### src/design/cut_vertex_component_ranker_assert.svh
// Assertion macros used by the cut vertex ranker back end
`ifndef CUT_VERTEX_COMPONENT_RANKER_ASSERT_SVH
`define CUT_VERTEX_COMPONENT_RANKER_ASSERT_SVH
`ifndef ASSERT_OFF
// same-cycle implication
`define CVR_ASSERT_IMP(lbl, ante, cons) \
   lbl: assert property (@(posedge clock) disable iff (reset) (ante) |-> (cons)) \
      else $error("cut vertex ranker check failed");
// next-cycle implication
`define CVR_ASSERT_NXT(lbl, ante, cons) \
   lbl: assert property (@(posedge clock) disable iff (reset) (ante) |=> (cons)) \
      else $error("cut vertex ranker check failed");
`else
`define CVR_ASSERT_IMP(lbl, ante, cons)
`define CVR_ASSERT_NXT(lbl, ante, cons)
`endif
`endif

### src/design/cvr_pkg.sv
// Types and constants of the cut vertex ranker
package cvr_pkg;
   localparam int MAX_NODES = 64;
   localparam int MAX_EDGES = 256;
   localparam int NODE_W    = $clog2(MAX_NODES);
   localparam int CNT_W     = NODE_W + 1;
   localparam int EADDR_W   = $clog2(MAX_EDGES);
   localparam int ETOT_W    = EADDR_W + 1;
   localparam int HALF_W    = ETOT_W + 1;
   localparam int QDEPTH    = 4;
   localparam int QPTR_W    = $clog2(QDEPTH);

   localparam logic CSR_NODE_COUNT   = 1'b0;
   localparam logic CSR_REPORT_COUNT = 1'b1;

   typedef struct packed {
      logic [5:0] end_a;
      logic [5:0] end_b;
      logic       has_edge;
      logic       last_edge;
   } req_type;

   typedef struct packed {
      logic [5:0] node;
      logic [6:0] piece_count;
      logic       last_result;
      logic       edges_dropped;
   } rsp_type;

   // clamped configuration in force
   typedef struct packed {
      logic [CNT_W-1:0] node_count;
      logic [CNT_W-1:0] report_count;
   } cfg_type;

   // classified item in the queue
   typedef struct packed {
      logic [NODE_W-1:0] a;
      logic [NODE_W-1:0] b;
      logic              store;
      logic              drop;
      logic              last;
   } qent_type;

   typedef struct packed {
      logic run_done;
   } back_stat_type;

   // walk frame
   typedef struct packed {
      logic [NODE_W-1:0] node;
      logic [NODE_W-1:0] parent;
      logic [HALF_W-1:0] half;
      logic [NODE_W-1:0] num;
      logic [NODE_W-1:0] low;
      logic [NODE_W-1:0] cut;
   } frame_type;

   typedef enum logic [3:0] {
      ST_LOAD, ST_PRE_RD, ST_PRE_EV, ST_ROOT, ST_SCAN, ST_EVAL, ST_BACK,
      ST_POP, ST_POP2, ST_RANK, ST_EMIT, ST_CLEAR
   } back_state_type;
endpackage

### src/design/cvr_front.sv
// Front end: accepts items, range-checks edges, tracks a pending run
module cvr_front import cvr_pkg::*; (
   input  logic          clock,
   input  logic          reset,
   input  logic          start,
   output logic          busy,
   input  req_type       req_data,
   input  cfg_type       cfg,
   input  logic          q_full,
   input  back_stat_type stat,
   output logic          push,
   output qent_type      entry
);
   logic pend_ff, pend_in;
   logic in_rng;

   // hold off new items while the queue is full or a run is in progress
   assign busy = pend_ff | q_full;
   assign push = start & ~busy;

   // classify the edge
   assign in_rng = ({1'b0, req_data.end_a} < cfg.node_count) &&
                   ({1'b0, req_data.end_b} < cfg.node_count);
   assign entry.a     = req_data.end_a;
   assign entry.b     = req_data.end_b;
   assign entry.store = req_data.has_edge & in_rng;
   assign entry.drop  = req_data.has_edge & ~in_rng;
   assign entry.last  = req_data.last_edge;

   always_comb begin
      pend_in = pend_ff;
      if (push && req_data.last_edge) begin
         pend_in = 1'b1;
      end else if (stat.run_done) begin
         pend_in = 1'b0;
      end
   end

   always_ff @(posedge clock) begin
      if (reset) begin
         pend_ff <= 1'b0;
      end else begin
         pend_ff <= pend_in;
      end
   end
endmodule

### config.mk
export PLATFORM = sky130hd
export DESIGN_NAME = cvr_front
export DESIGN_NICKNAME = d
export VERILOG_FILES = /design/src/design/cut_vertex_component_ranker_assert.svh /design/src/design/cvr_pkg.sv /design/src/design/cvr_front.sv
export SDC_FILE = /design/constraint.sdc
export NUM_CORES = 1
export LEC_CHECK = 0
export BUFFER_PORTS_ARGS = -buffer_cell sky130_fd_sc_hd__buf_2
export CORE_UTILIZATION = 30
export CTS_BUF_LIST = sky130_fd_sc_hd__clkbuf_4
export DETAILED_ROUTE_END_ITERATION = 10
export MAX_ROUTING_LAYER = met4
export PLACE_DENSITY = 0.88
export SETUP_SLACK_MARGIN = 0.1
export SYNTH_ARGS = -nofsm -noshare
export SYNTH_HDL_FRONTEND = slang
export SYNTH_SLANG_ARGS = --single-unit
### constraint.sdc
create_clock -name clock -period 1.05 [get_ports clock]
set_clock_uncertainty 0.05 [all_clocks]
set_input_delay 0.0525 -clock clock [delete_from_list [all_inputs] [get_ports clock]]
set_output_delay 0.0525 -clock clock [all_outputs]
set_load 0.02 [all_outputs]
; Word level (Yosys, flattened, before mapping)
; Index checks and enable logic that the tools add are counted.
; W data, S select, Z words.
[op_classes]
addsub = 0
n_reduce_logical = 3
n_mul = 0
magnitude_cmp = 2
eq_ne = 0
n_div = 0
bitwise_logic = 6
shifts = 0
muxes = 2
[ops]
columns = operator, count
row1 = $lt A6 B7 Y1, 2
row2 = $and A1 B1 Y1, 3
row3 = $logic_and A1 B1 Y1, 2
row4 = $mux W1, 2
row5 = $not A1 Y1, 2
row6 = $reduce_bool A2 Y1, 1
row7 = $or A1 B1 Y1, 1
[word_totals]
mem_count = 0
rom_bits = 0
wordCells = 14
latchBits = 0
inputBits = 33
ff_bits = 1
ramBits = 0
out_inout_bits = 17

; Logic depth before layout (Yosys ltp)
[logic_depth]
word_depth = 5
ltp_mapped = 6
mapped_depth_nobuf = 6

; Worst setup path after synthesis
; No wires, ideal clock.
[synth_path]
path_kind = input port to output port
from = input cfg[12] (netlist bit)
to = output entry[2] (netlist bit)
path_slack_ps = -306
t_arrival_ps = 1253
path_stages = 5
required_time_ps = 947
path_cell_list = inv_1 > ha_1 > a211oi_2 > a31oi_1 > nor4b_2
[synth_lines]
columns = item, line
row1 = start: declaration, cvr_front.sv:8  ; input cfg_type cfg,
row2 = end: declaration, cvr_front.sv:12  ; output qent_type entry

==> impl_metrics.env <==
export IMPL_status="complete, but fails checks"
export IMPL_violations="setup timing"
export IMPL_final_period_utilization_pct=126
export IMPL_grt_busiest_layer="met2"
export IMPL_drt_pre_antenna_iters=1
export IMPL_die_area_mm2=0.00151
export IMPL_layout_top_registers="pend_ff: 1 flops"
export IMPL_grt_first_pass_wirelength_mm=1.70
export IMPL_rsz_0062_raised_after_global_routing="yes"
export IMPL_finalNetCount=129
export IMPL_vias_per_cell=4.83
export IMPL_worst_ep_arrival_time_ps=1220
export IMPL_total_power_mw=0.390
export IMPL_max_slew_worst_pin_slew_ps=219
export IMPL_buffer_ports_inserted=42
export IMPL_place_detailed_hpwl_mm=1.05
export IMPL_synth_area_top_cells="sky130_fd_sc_hd__ha_1 31%, sky130_fd_sc_hd__buf_4 24%, sky130_fd_sc_hd__inv_1 6.4%, sky130_fd_sc_hd__dfxtp_1 4.9%, sky130_fd_sc_hd__nand4b_1 4.3%"
export IMPL_critical_path_end_type="output port"
export IMPL_slew_headroom_pct=85.3
export IMPL_worst_path_largest_cell_delay_ps=300
export IMPL_dr_total_vias=473
export IMPL_synth_enable_flop_cells=0
export IMPL_syn_avg_cell_area_um2=7.84
export IMPL_crit_path_start_kind="primary input"
export IMPL_synthMostInstantiatedCell="sky130_fd_sc_hd__buf_4"
export IMPL_period_minus_slack_ps=1320
export IMPL_finalMaxSlewViolations=0
export IMPL_critical_path_max_fanout=2
export IMPL_num_antenna_cells=0
export IMPL_area_of_the_core_mm2=0.00119
export IMPL_synth_yosys_seq_area_share_pct=4.91
export IMPL_total_track_usage_pct=16.2
export IMPL_first_global_vias=424
export IMPL_critPathSlowestCell="sky130_fd_sc_hd__ha_1"
export IMPL_yosys_warnings=0
export IMPL_layout_filler_cells=100
export IMPL_start_util_pct=34.4
export IMPL_synth_async_reset_ratio_pct=0
export IMPL_grt_met3_usage_pct=0
export IMPL_fp_dieW_um=38.9
export IMPL_path_class="primary input to output port"
export IMPL_synth_ff_latch_count=1
export IMPL_timing_final_hold_violations=0
export IMPL_grt_max_degree=4
export IMPL_achievable_frequency_mhz=758
export IMPL_clock_transition_time_at_the_flip_flop_clock_pins_of_the_worst_setup_and_hold_paths_ps=0
export IMPL_synthesis_nets=95
export IMPL_drt_wirelength_per_cell_um=13.5
export IMPL_synth_largest_area_cell="sky130_fd_sc_hd__ha_1"
export IMPL_antenna_found_initial=0
export IMPL_grt_overflow=0
export IMPL_irDropWorstVdd_mv=0.344
export IMPL_placer_congestion_estimate=0.669
export IMPL_synth_cell_type_count=19
export IMPL_largest_register_ff_count=1
export IMPL_placed_instance_area_um2=648
export IMPL_registers_top_by_ff_count="pend_ff"
export IMPL_power_leakage_nw=0.368
export IMPL_final_hold_worst_slack_ps=160
export IMPL_synth_ff_type="sky130_fd_sc_hd__dfxtp_1"
export IMPL_synthDominantCellAreaShare_pct=30.7
export IMPL_synth_top_cells_by_count="13 x sky130_fd_sc_hd__buf_4, 10 x sky130_fd_sc_hd__ha_1, 7 x sky130_fd_sc_hd__inv_1"
export IMPL_placementRows=12
export IMPL_final_antenna_net_count=0
export IMPL_clk_latency_ps=0
export IMPL_layout_setup_ws_ps=-269
export IMPL_floorplan_die_height_um=38.9
export IMPL_power_density_mw_per_mm2=538
export IMPL_drt_first_iter_violations=0
export IMPL_met1_usage_pct=17.0
export IMPL_synthesis_area_um2=408
export IMPL_postRouteWirelength_mm=1.32
export IMPL_drcViolationCount=0
export IMPL_worst_endpoint_required_ps=950
export IMPL_syn_to_final_growth_pct=77.6
export IMPL_mapped_cells=52
export IMPL_cp_common_cell="sky130_fd_sc_hd__buf_4"
export IMPL_max_cap_viol_count=0
export IMPL_layout_drive_gt1_share_pct=77.4
export IMPL_grt_util_met2_pct=34.6
export IMPL_setup_violations_final=2
export IMPL_io_pins=50
export IMPL_crit_path_cell_trace="buf_2 > ha_1 > o21ai_2 > a211oi_2 > buf_4 > nor4b_4 > buf_4"
export IMPL_worst_hold_path_type="primary input to register"
export IMPL_post_route_cell_area_um2=724
layout by cell type, fill, tap and decap left out, drive strengths merged, types with 2 or more instances in the layout:
cell    synthesis  routed
buf            13      45
a211oi          2       2
ha             10      10
a21oi           3       3
inv             7       7
nand4b          2       2
nor2            4       4
timing repair:
action / CTS / global route
pin swaps: 5 / 8
gates resized for setup: 8 / 9
hold buffers: 0 / 0
buffers inserted: 1 / 0
setup endpoints to repair: 2 / 2
power breakdown:
part           total, mW  switching, mW  leakage [nW]  internal (mW)
registers         0.0409       0.000681       0.00815         0.0403
clock network          0              0             0              0
logic              0.349          0.179         0.360          0.169
worst paths after layout:
check,from,to,slack [ps],depth (start not counted)
max reg2reg,pend_ff$_SDFFE_PP0P_,pend_ff$_SDFFE_PP0P_,170,4
min,reset,pend_ff$_SDFFE_PP0P_,160,2
max,req_data[9],entry[2],-270,7
min reg2reg,pend_ff$_SDFFE_PP0P_,pend_ff$_SDFFE_PP0P_,540,3
per-stage QoR:
| step | TNS [ps] | cells | utilization (%) | setup WS (ps) |
|---|---|---|---|---|
| floorplan | -150 | 52 | - | -99.3 |
| global placement | -635 | 97 | 54.6 | -329 |
| detailed placement | -724 | 97 | 54.6 | -383 |
| CTS | -601 | 98 | 57.4 | -307 |
| global route | -603 | 98 | 61.1 | -306 |
| finish | -527 | 98 | 61.1 | -269 |
final cells by class:
cell class	instances	area, um^2	area share, %
inverters	7	41.3	5.70
multi-input cells	31	384	53.0
flip-flops and latches	1	20.0	2.76
well taps	14	17.5	2.42
repair buffers	45	262	36.1
critical path, delay by kind of cell:
family                   cells  cell delay (ps)
buffers and inverters        3              440
AO/OA/AOI/OAI                2              180
AND/OR/NAND/NOR              1              250
adder cells (fa/ha/maj)      1              300
kinds of logic (layout without fill, tap and decap cells):
kind of cell               after synthesis  after routing  synth area share, %
buffers and inverters                   20             52                 30.4
DFF                                      1              1                 4.91
and+or+nand+nor                         11             11                 16.9
AOI/OAI and AO/OA                       10             10                 17.2
adders and majority gates               10             10                 30.7
routing by layer:
layer,part of all wire [%],wire [um],vias to the layer above
li1,-,-,233
met1,32,423,215
met2,63,830,23
met3,3.3,43,2
met4,1.8,24,0
met5,0,0,-
Power figures use the tool's default switching activity.
