[config.mk]
export PLATFORM = sky130hd
export DESIGN_NAME = cvr_queue
export DESIGN_NICKNAME = d
export VERILOG_FILES = /design/src/design/cut_vertex_component_ranker_assert.svh /design/src/design/cvr_pkg.sv /design/src/design/cvr_queue.sv
export SDC_FILE = /design/constraint.sdc
export NUM_CORES = 1
export LEC_CHECK = 0
export BUFFER_PORTS_ARGS = -buffer_cell sky130_fd_sc_hd__buf_2
export CAP_MARGIN = 20
export CORE_ASPECT_RATIO = 2
export CORE_UTILIZATION = 50
export CTS_CLUSTER_DIAMETER = 50
export DETAILED_ROUTE_END_ITERATION = 7
export MAX_ROUTING_LAYER = met4
export PLACE_DENSITY = 0.74
export SLEW_MARGIN = 0
export SYNTH_ARGS = -nofsm -noshare
export SYNTH_HDL_FRONTEND = slang
export SYNTH_SLANG_ARGS = --single-unit
[constraint.sdc]
create_clock -name clock -period 1.55 [get_ports clock]
set_input_delay 0.155 -clock clock [delete_from_list [all_inputs] [get_ports clock]]
set_output_delay 0.155 -clock clock [all_outputs]
set_load 0.01 [all_outputs]
[src/design/cut_vertex_component_ranker_assert.svh]
// Assertion macros used by the cut vertex ranker back end
`ifndef CUT_VERTEX_COMPONENT_RANKER_ASSERT_SVH
`define CUT_VERTEX_COMPONENT_RANKER_ASSERT_SVH
`ifndef ASSERT_OFF
// same-cycle implication
`define CVR_ASSERT_IMP(lbl, ante, cons) \
   lbl: assert property (@(posedge clock) disable iff (reset) (ante) |-> (cons)) \
      else $error("cut vertex ranker check failed");
// next-cycle implication
`define CVR_ASSERT_NXT(lbl, ante, cons) \
   lbl: assert property (@(posedge clock) disable iff (reset) (ante) |=> (cons)) \
      else $error("cut vertex ranker check failed");
`else
`define CVR_ASSERT_IMP(lbl, ante, cons)
`define CVR_ASSERT_NXT(lbl, ante, cons)
`endif
`endif

[src/design/cvr_pkg.sv]
// Types and constants of the cut vertex ranker
package cvr_pkg;
   localparam int MAX_NODES = 64;
   localparam int MAX_EDGES = 256;
   localparam int NODE_W    = $clog2(MAX_NODES);
   localparam int CNT_W     = NODE_W + 1;
   localparam int EADDR_W   = $clog2(MAX_EDGES);
   localparam int ETOT_W    = EADDR_W + 1;
   localparam int HALF_W    = ETOT_W + 1;
   localparam int QDEPTH    = 4;
   localparam int QPTR_W    = $clog2(QDEPTH);

   localparam logic CSR_NODE_COUNT   = 1'b0;
   localparam logic CSR_REPORT_COUNT = 1'b1;

   typedef struct packed {
      logic [5:0] end_a;
      logic [5:0] end_b;
      logic       has_edge;
      logic       last_edge;
   } req_type;

   typedef struct packed {
      logic [5:0] node;
      logic [6:0] piece_count;
      logic       last_result;
      logic       edges_dropped;
   } rsp_type;

   // clamped configuration in force
   typedef struct packed {
      logic [CNT_W-1:0] node_count;
      logic [CNT_W-1:0] report_count;
   } cfg_type;

   // classified item in the queue
   typedef struct packed {
      logic [NODE_W-1:0] a;
      logic [NODE_W-1:0] b;
      logic              store;
      logic              drop;
      logic              last;
   } qent_type;

   typedef struct packed {
      logic run_done;
   } back_stat_type;

   // walk frame
   typedef struct packed {
      logic [NODE_W-1:0] node;
      logic [NODE_W-1:0] parent;
      logic [HALF_W-1:0] half;
      logic [NODE_W-1:0] num;
      logic [NODE_W-1:0] low;
      logic [NODE_W-1:0] cut;
   } frame_type;

   typedef enum logic [3:0] {
      ST_LOAD, ST_PRE_RD, ST_PRE_EV, ST_ROOT, ST_SCAN, ST_EVAL, ST_BACK,
      ST_POP, ST_POP2, ST_RANK, ST_EMIT, ST_CLEAR
   } back_state_type;
endpackage

[src/design/cvr_queue.sv]
// Short queue between front and back end
module cvr_queue import cvr_pkg::*; (
   input  logic     clock,
   input  logic     reset,
   input  logic     push,
   input  qent_type din,
   input  logic     pop,
   output qent_type dout,
   output logic     empty,
   output logic     full
);
   qent_type          slot_ff [QDEPTH];
   logic [QPTR_W-1:0] wr_ff, wr_in, rd_ff, rd_in;
   logic [QPTR_W:0]   cnt_ff, cnt_in;

   assign empty = (cnt_ff == '0);
   assign full  = (cnt_ff == (QPTR_W+1)'(QDEPTH));
   assign dout  = slot_ff[rd_ff];

   always_comb begin
      wr_in  = push ? wr_ff + 1'b1 : wr_ff;
      rd_in  = pop ? rd_ff + 1'b1 : rd_ff;
      cnt_in = cnt_ff + (QPTR_W+1)'(push) - (QPTR_W+1)'(pop);
   end

   always_ff @(posedge clock) begin
      if (reset) begin
         wr_ff  <= '0;
         rd_ff  <= '0;
         cnt_ff <= '0;
      end else begin
         wr_ff  <= wr_in;
         rd_ff  <= rd_in;
         cnt_ff <= cnt_in;
      end
   end

   // payload slots
   always_ff @(posedge clock) begin
      if (push) begin
         slot_ff[wr_ff] <= din;
      end
   end
endmodule

Word-level counts from Yosys, hierarchy flattened

Memories as Yosys holds them, arrays and structs flattened. A register that Yosys moved wholly into a read port is not among the register bits.
Cells that the tools add are included.

Multipliers: 0
Div/mod/pow operators: 0
Reductions and logical operators: 1
Bitwise gates (word level): 0
Add/sub/neg operators: 4
Shift operators: 0
Muxes and demuxes: 4
Equal/unequal tests: 1
$lt $le $gt $ge: 0

Operators with widths:

| operator              | number |
|---|---|
| $add A2 B1 Y2 const B | 2 |
| $mux W2               | 2 |
| $add A3 B1 Y3         | 1 |
| $eq A3 B3 Y1 const B  | 1 |
| $logic_not A3 Y1      | 1 |
| $sub A3 B1 Y3         | 1 |
| $mux W1               | 2 |

Output and inout bits: 17
Bits in latches: 0
Memories: 1
Bits in read-only memories: 0
RAM bits: 60
Bits of input ports: 19
Register bits after elaboration: 7

Memory list:

| name    | words | width | rd ports | clocked after Yosys merged registers in | write ports | RTL line        | text |
|---|---|---|---|---|---|---|---|
| slot_ff | 4     | 15    | 1        | 1                                       | 1           | cvr_queue.sv:12 | `qent_type slot_ff [QDEPTH];` |

Longest topological paths before layout

Depth after elaboration: 3
Mapped depth: 7
Depth with buffers taken out: 7

Least setup slack after synthesis

Ideal clock, no wire load.

Kind: reg2reg
Start: register cnt_ff[0]
End: register cnt_ff[2]
Required time: 1440 ps
Arrival time: 1554 ps
Slack: -114 ps
Cell stages (with the launch flop): 8
Library setup time: 110 ps
Path through: dfxtp_1 inv_1 ha_1 inv_1 ha_1 fa_1 xor3_1 nor2_1

Longest elaborated chain between the ends: 2

Ends and longest elaborated chain:

| item                   | RTL line        | text |
|---|---|---|
| start, declared        | cvr_queue.sv:14 | `logic [QPTR_W:0] cnt_ff, cnt_in;` |
| start signal, assigned | cvr_queue.sv:34 | `cnt_ff <= cnt_in;` |
| $add A3 B1 Y3          | cvr_queue.sv:23 | `cnt_in = cnt_ff + (QPTR_W+1)'(push) - (QPTR_W+1)'(pop);` |
| $sub A3 B1 Y3          | cvr_queue.sv:23 |  |

Every way passes these cells.
A chain may end at the register's enable or synchronous reset.

==> run summary <==
Ys async rst share = 0
RSZ-0062 raised after global routing = yes
Hold WC Path Type = input pin to flop
Rel. slew slack = 0.719
Multi-input logic area = 608 sq um
Psw = 900 uW
Vias per Instance = 5.40
Yosys cell types = 21
CP Class = flop to output port
Number of global-route vias before repair = 1,359
Yosys reg bits = 69
RR Startpoint = cnt_ff[0]$_SDFF_PP0_
Worst Skew = 0.00870 ns
PortBufs = 35
First-pass GRT wire length = 6.44 mm
Worst Hold Depth = 1
Final Hold Viols = 0
DR WL met2 = 2.41 mm
Final min period = 1.69 ns
Vias = 1,242
Die Span Y = 105 microns
Fin Hold WS = 0.0373 ns
Std cell rows = 37
Met1 Wirelength = 1.40 mm
Pre-antenna DRT Iters = 4
Count leader, synth = edfxtp_1
Worst-Margin Slew = 0.421 ns
Antenna cells = 0
Maxcap violations = 0
Highest routed layer = met4
Root buf cell = clkbuf_8
Mapped Cells = 120
Clock Path Buffers = 2
Combinational share of power = 0.140
Clock sink total = 69
Flop2flop setup slack = 0.01 ns
Synth Net Count = 146
Final Non-Filler Cells = 230
Htree depth = 3
Filler Cell Count = 374
Final period utilization = 1.09
Initial cell density of the core = 0.517
Worst setup EP type = output port
Final nets = 193
Total CTS buffers = 9
Cell-internal power = 3.41 mW
Top-area cell type share of the netlist area = 0.684
Dpl cells = 213
Syn_area_per_cell = 21.9 sq um
Total track usage = 0.178
Status = finished, violations left
Clock slew at reported path FFs = 0.07 ns
Clk pwr share = 0.353
Worst Path Required = 1.39 ns
Length of routed met3 wiring = 134 microns
Routed Antenna Nets = 0
Cell Pwr Density = 1340 nW/um^2
Area grow syn2layout = 22.4%
Postcts setup bufs = 0
Pin count of the biggest net entering global routing = 16
HPWL after detailed placement = 2.70 mm
HP Start = din[9]
Synth area leader = edfxtp_1
Worst R2R Path Depth = 6
Final Slew Violations = 0
Post-synth top cells = 60 x edfxtp_1, 10 x mux4_2, 9 x dfxtp_1
Ys Warns = 0
Final setup violation count = 15
Worst-Skew Late Latency = 0.33 ns
Setup Slack @ Placement = -0.0597 ns
Initial antenna violation count = 0
Top cells by area, synth = edfxtp_1 68%, mux4_2 8.6%, dfxtp_1 6.8%, mux4_1 5.0%, ha_1 2.9%
EDFF count, synth = 60
Critical path fanouts, max = 8
DRC = 0
I/O pin count = 36
Critical path arrival = 1.53 ns
Max Freq = 593 MHz
Die Footprint = 5580 sq um
Setup ws final = -0.135 ns
Core area = 5090 sq um
Hold endpoint = slot_ff[1][9]$_DFFE_PP_
Routability congestion estimate = 0.652
Sw frac = 0.209
Sequential cell area = 1990 sq um
DIE WIDTH = 53.3 microns
Total grt overflow = 0
WL final = 4.06 mm
CP Launch Type = flop
Synth Cell Area = 2630 sq um
DR iter-0 viols = 42
Layout cell share with drive strength beyond 1 = 0.465
Violated checks = negative setup slack
Post-synthesis sequential area ratio = 0.752
Routed WL per cell = 17.7 microns
Flop pwr share = 0.507
Total power = 4.31 mW
CTS tree = yes
Top_reg_cell synth = edfxtp_1
R2R Path End = cnt_ff[1]$_SDFF_PP0_
LEAKAGE = 1.15 nW
Worst vdd ir = 1.02 mV
==> metrics by stage <==
stage / util / instance area [sq um] / setup TNS, ns
2_1_floorplan: - / 2630 / 0
3_3_place_gp: 0.566 / 2880 / 0
3_5_place_dp: 0.566 / 2880 / -1.41
4_1_cts: 0.620 / 3160 / -2.08
5_1_grt: 0.633 / 3220 / -2.47
6_report: 0.633 / 3220 / -1.69
==> routing by layer <==
metal | vias up | GRT usage
met1 | 629 | 0.173
met5 | - | -
li1 | 570 | -
met2 | 33 | 0.294
met4 | 0 | 0.115
met3 | 10 | 0.0480
==> cell type report <==
cell class | instances | area share
flip-flops and latches | 69 | 0.616
clock inverters | 5 | 0.0229
multi-input cells | 42 | 0.189
clock buffers | 11 | 0.0438
well taps | 58 | 0.0225
inverters | 6 | 0.00698
repair buffers | 39 | 0.0990
==> power groups by stage <==
stage                     logic [mW]  clock network [mW]  registers, mW
after floorplan                0.328                   0           2.21
after global placement         0.464                   0           2.21
after detailed placement       0.495                   0           2.22
after CTS                      0.553                1.55           2.19
after global routing           0.656                1.63           2.20
final                          0.604                1.52           2.19
==> worst max-delay path: stages (launching register included) <==
cell and delay [ns]:
dfxtp_4 0.39, buf_12 0.15, mux4_2 0.52, buf_6 0.14
==> cells in the final DEF (no fill, tap or decap), drive strengths merged <==
cell type / n
edfxtp: 60
buf: 39
mux4: 15
clkbuf: 11
dfxtp: 9
inv: 6
ha: 6
nor2: 5
and2: 4
clkinv: 3
xnor2: 2
bufinv: 2
nor2b: 2
and3: 1
nor3: 1
a21bo: 1
nand3b: 1
a21oi: 1
mux2i: 1
xor3: 1
fa: 1
==> logic make-up (layout without fill, tap and decap cells) <==
group,count (synthesis),count (layout),synth area share
XOR/XNOR,3,3,0.0157
AO/OA/AOI/OAI,2,2,0.00570
multiplexers,16,16,0.139
buffers and inverters,9,61,0.0223
AND/OR/NAND/NOR,14,14,0.0285
flip-flops,69,69,0.752
adder cells (fa/ha/maj),7,7,0.0361
==> worst max-delay path by stage <==
stage / from / endpoint / slack (ns) / cells after the start
after floorplan: cnt_ff[0]$_SDFF_PP0_ / cnt_ff[2]$_SDFF_PP0_ / 0.05 / 7
after global placement: cnt_ff[0]$_SDFF_PP0_ / cnt_ff[2]$_SDFF_PP0_ / 0.02 / 7
after detailed placement: cnt_ff[0]$_SDFF_PP0_ / cnt_ff[2]$_SDFF_PP0_ / -0.06 / 7
after CTS: flop / dout[12] / -0.16 / 3
after global routing: flop / dout[8] / -0.18 / 3
final: flop / dout[12] / -0.14 / 3
==> sequential cells by signal, summed over array words and instances, names as in the netlist, named ones only <==
register	count
cnt_ff	3
slot_ff	60
rd_ff	2
wr_ff	2
==> what timing repair did <==
item                       4_1_cts  5_1_grt
cloned                           1        0
resized for setup               21       11
hold buffers                     0        0
pin swaps                        3        2
setup endpoints to repair       61       17
Power figures use the tool's default switching activity.
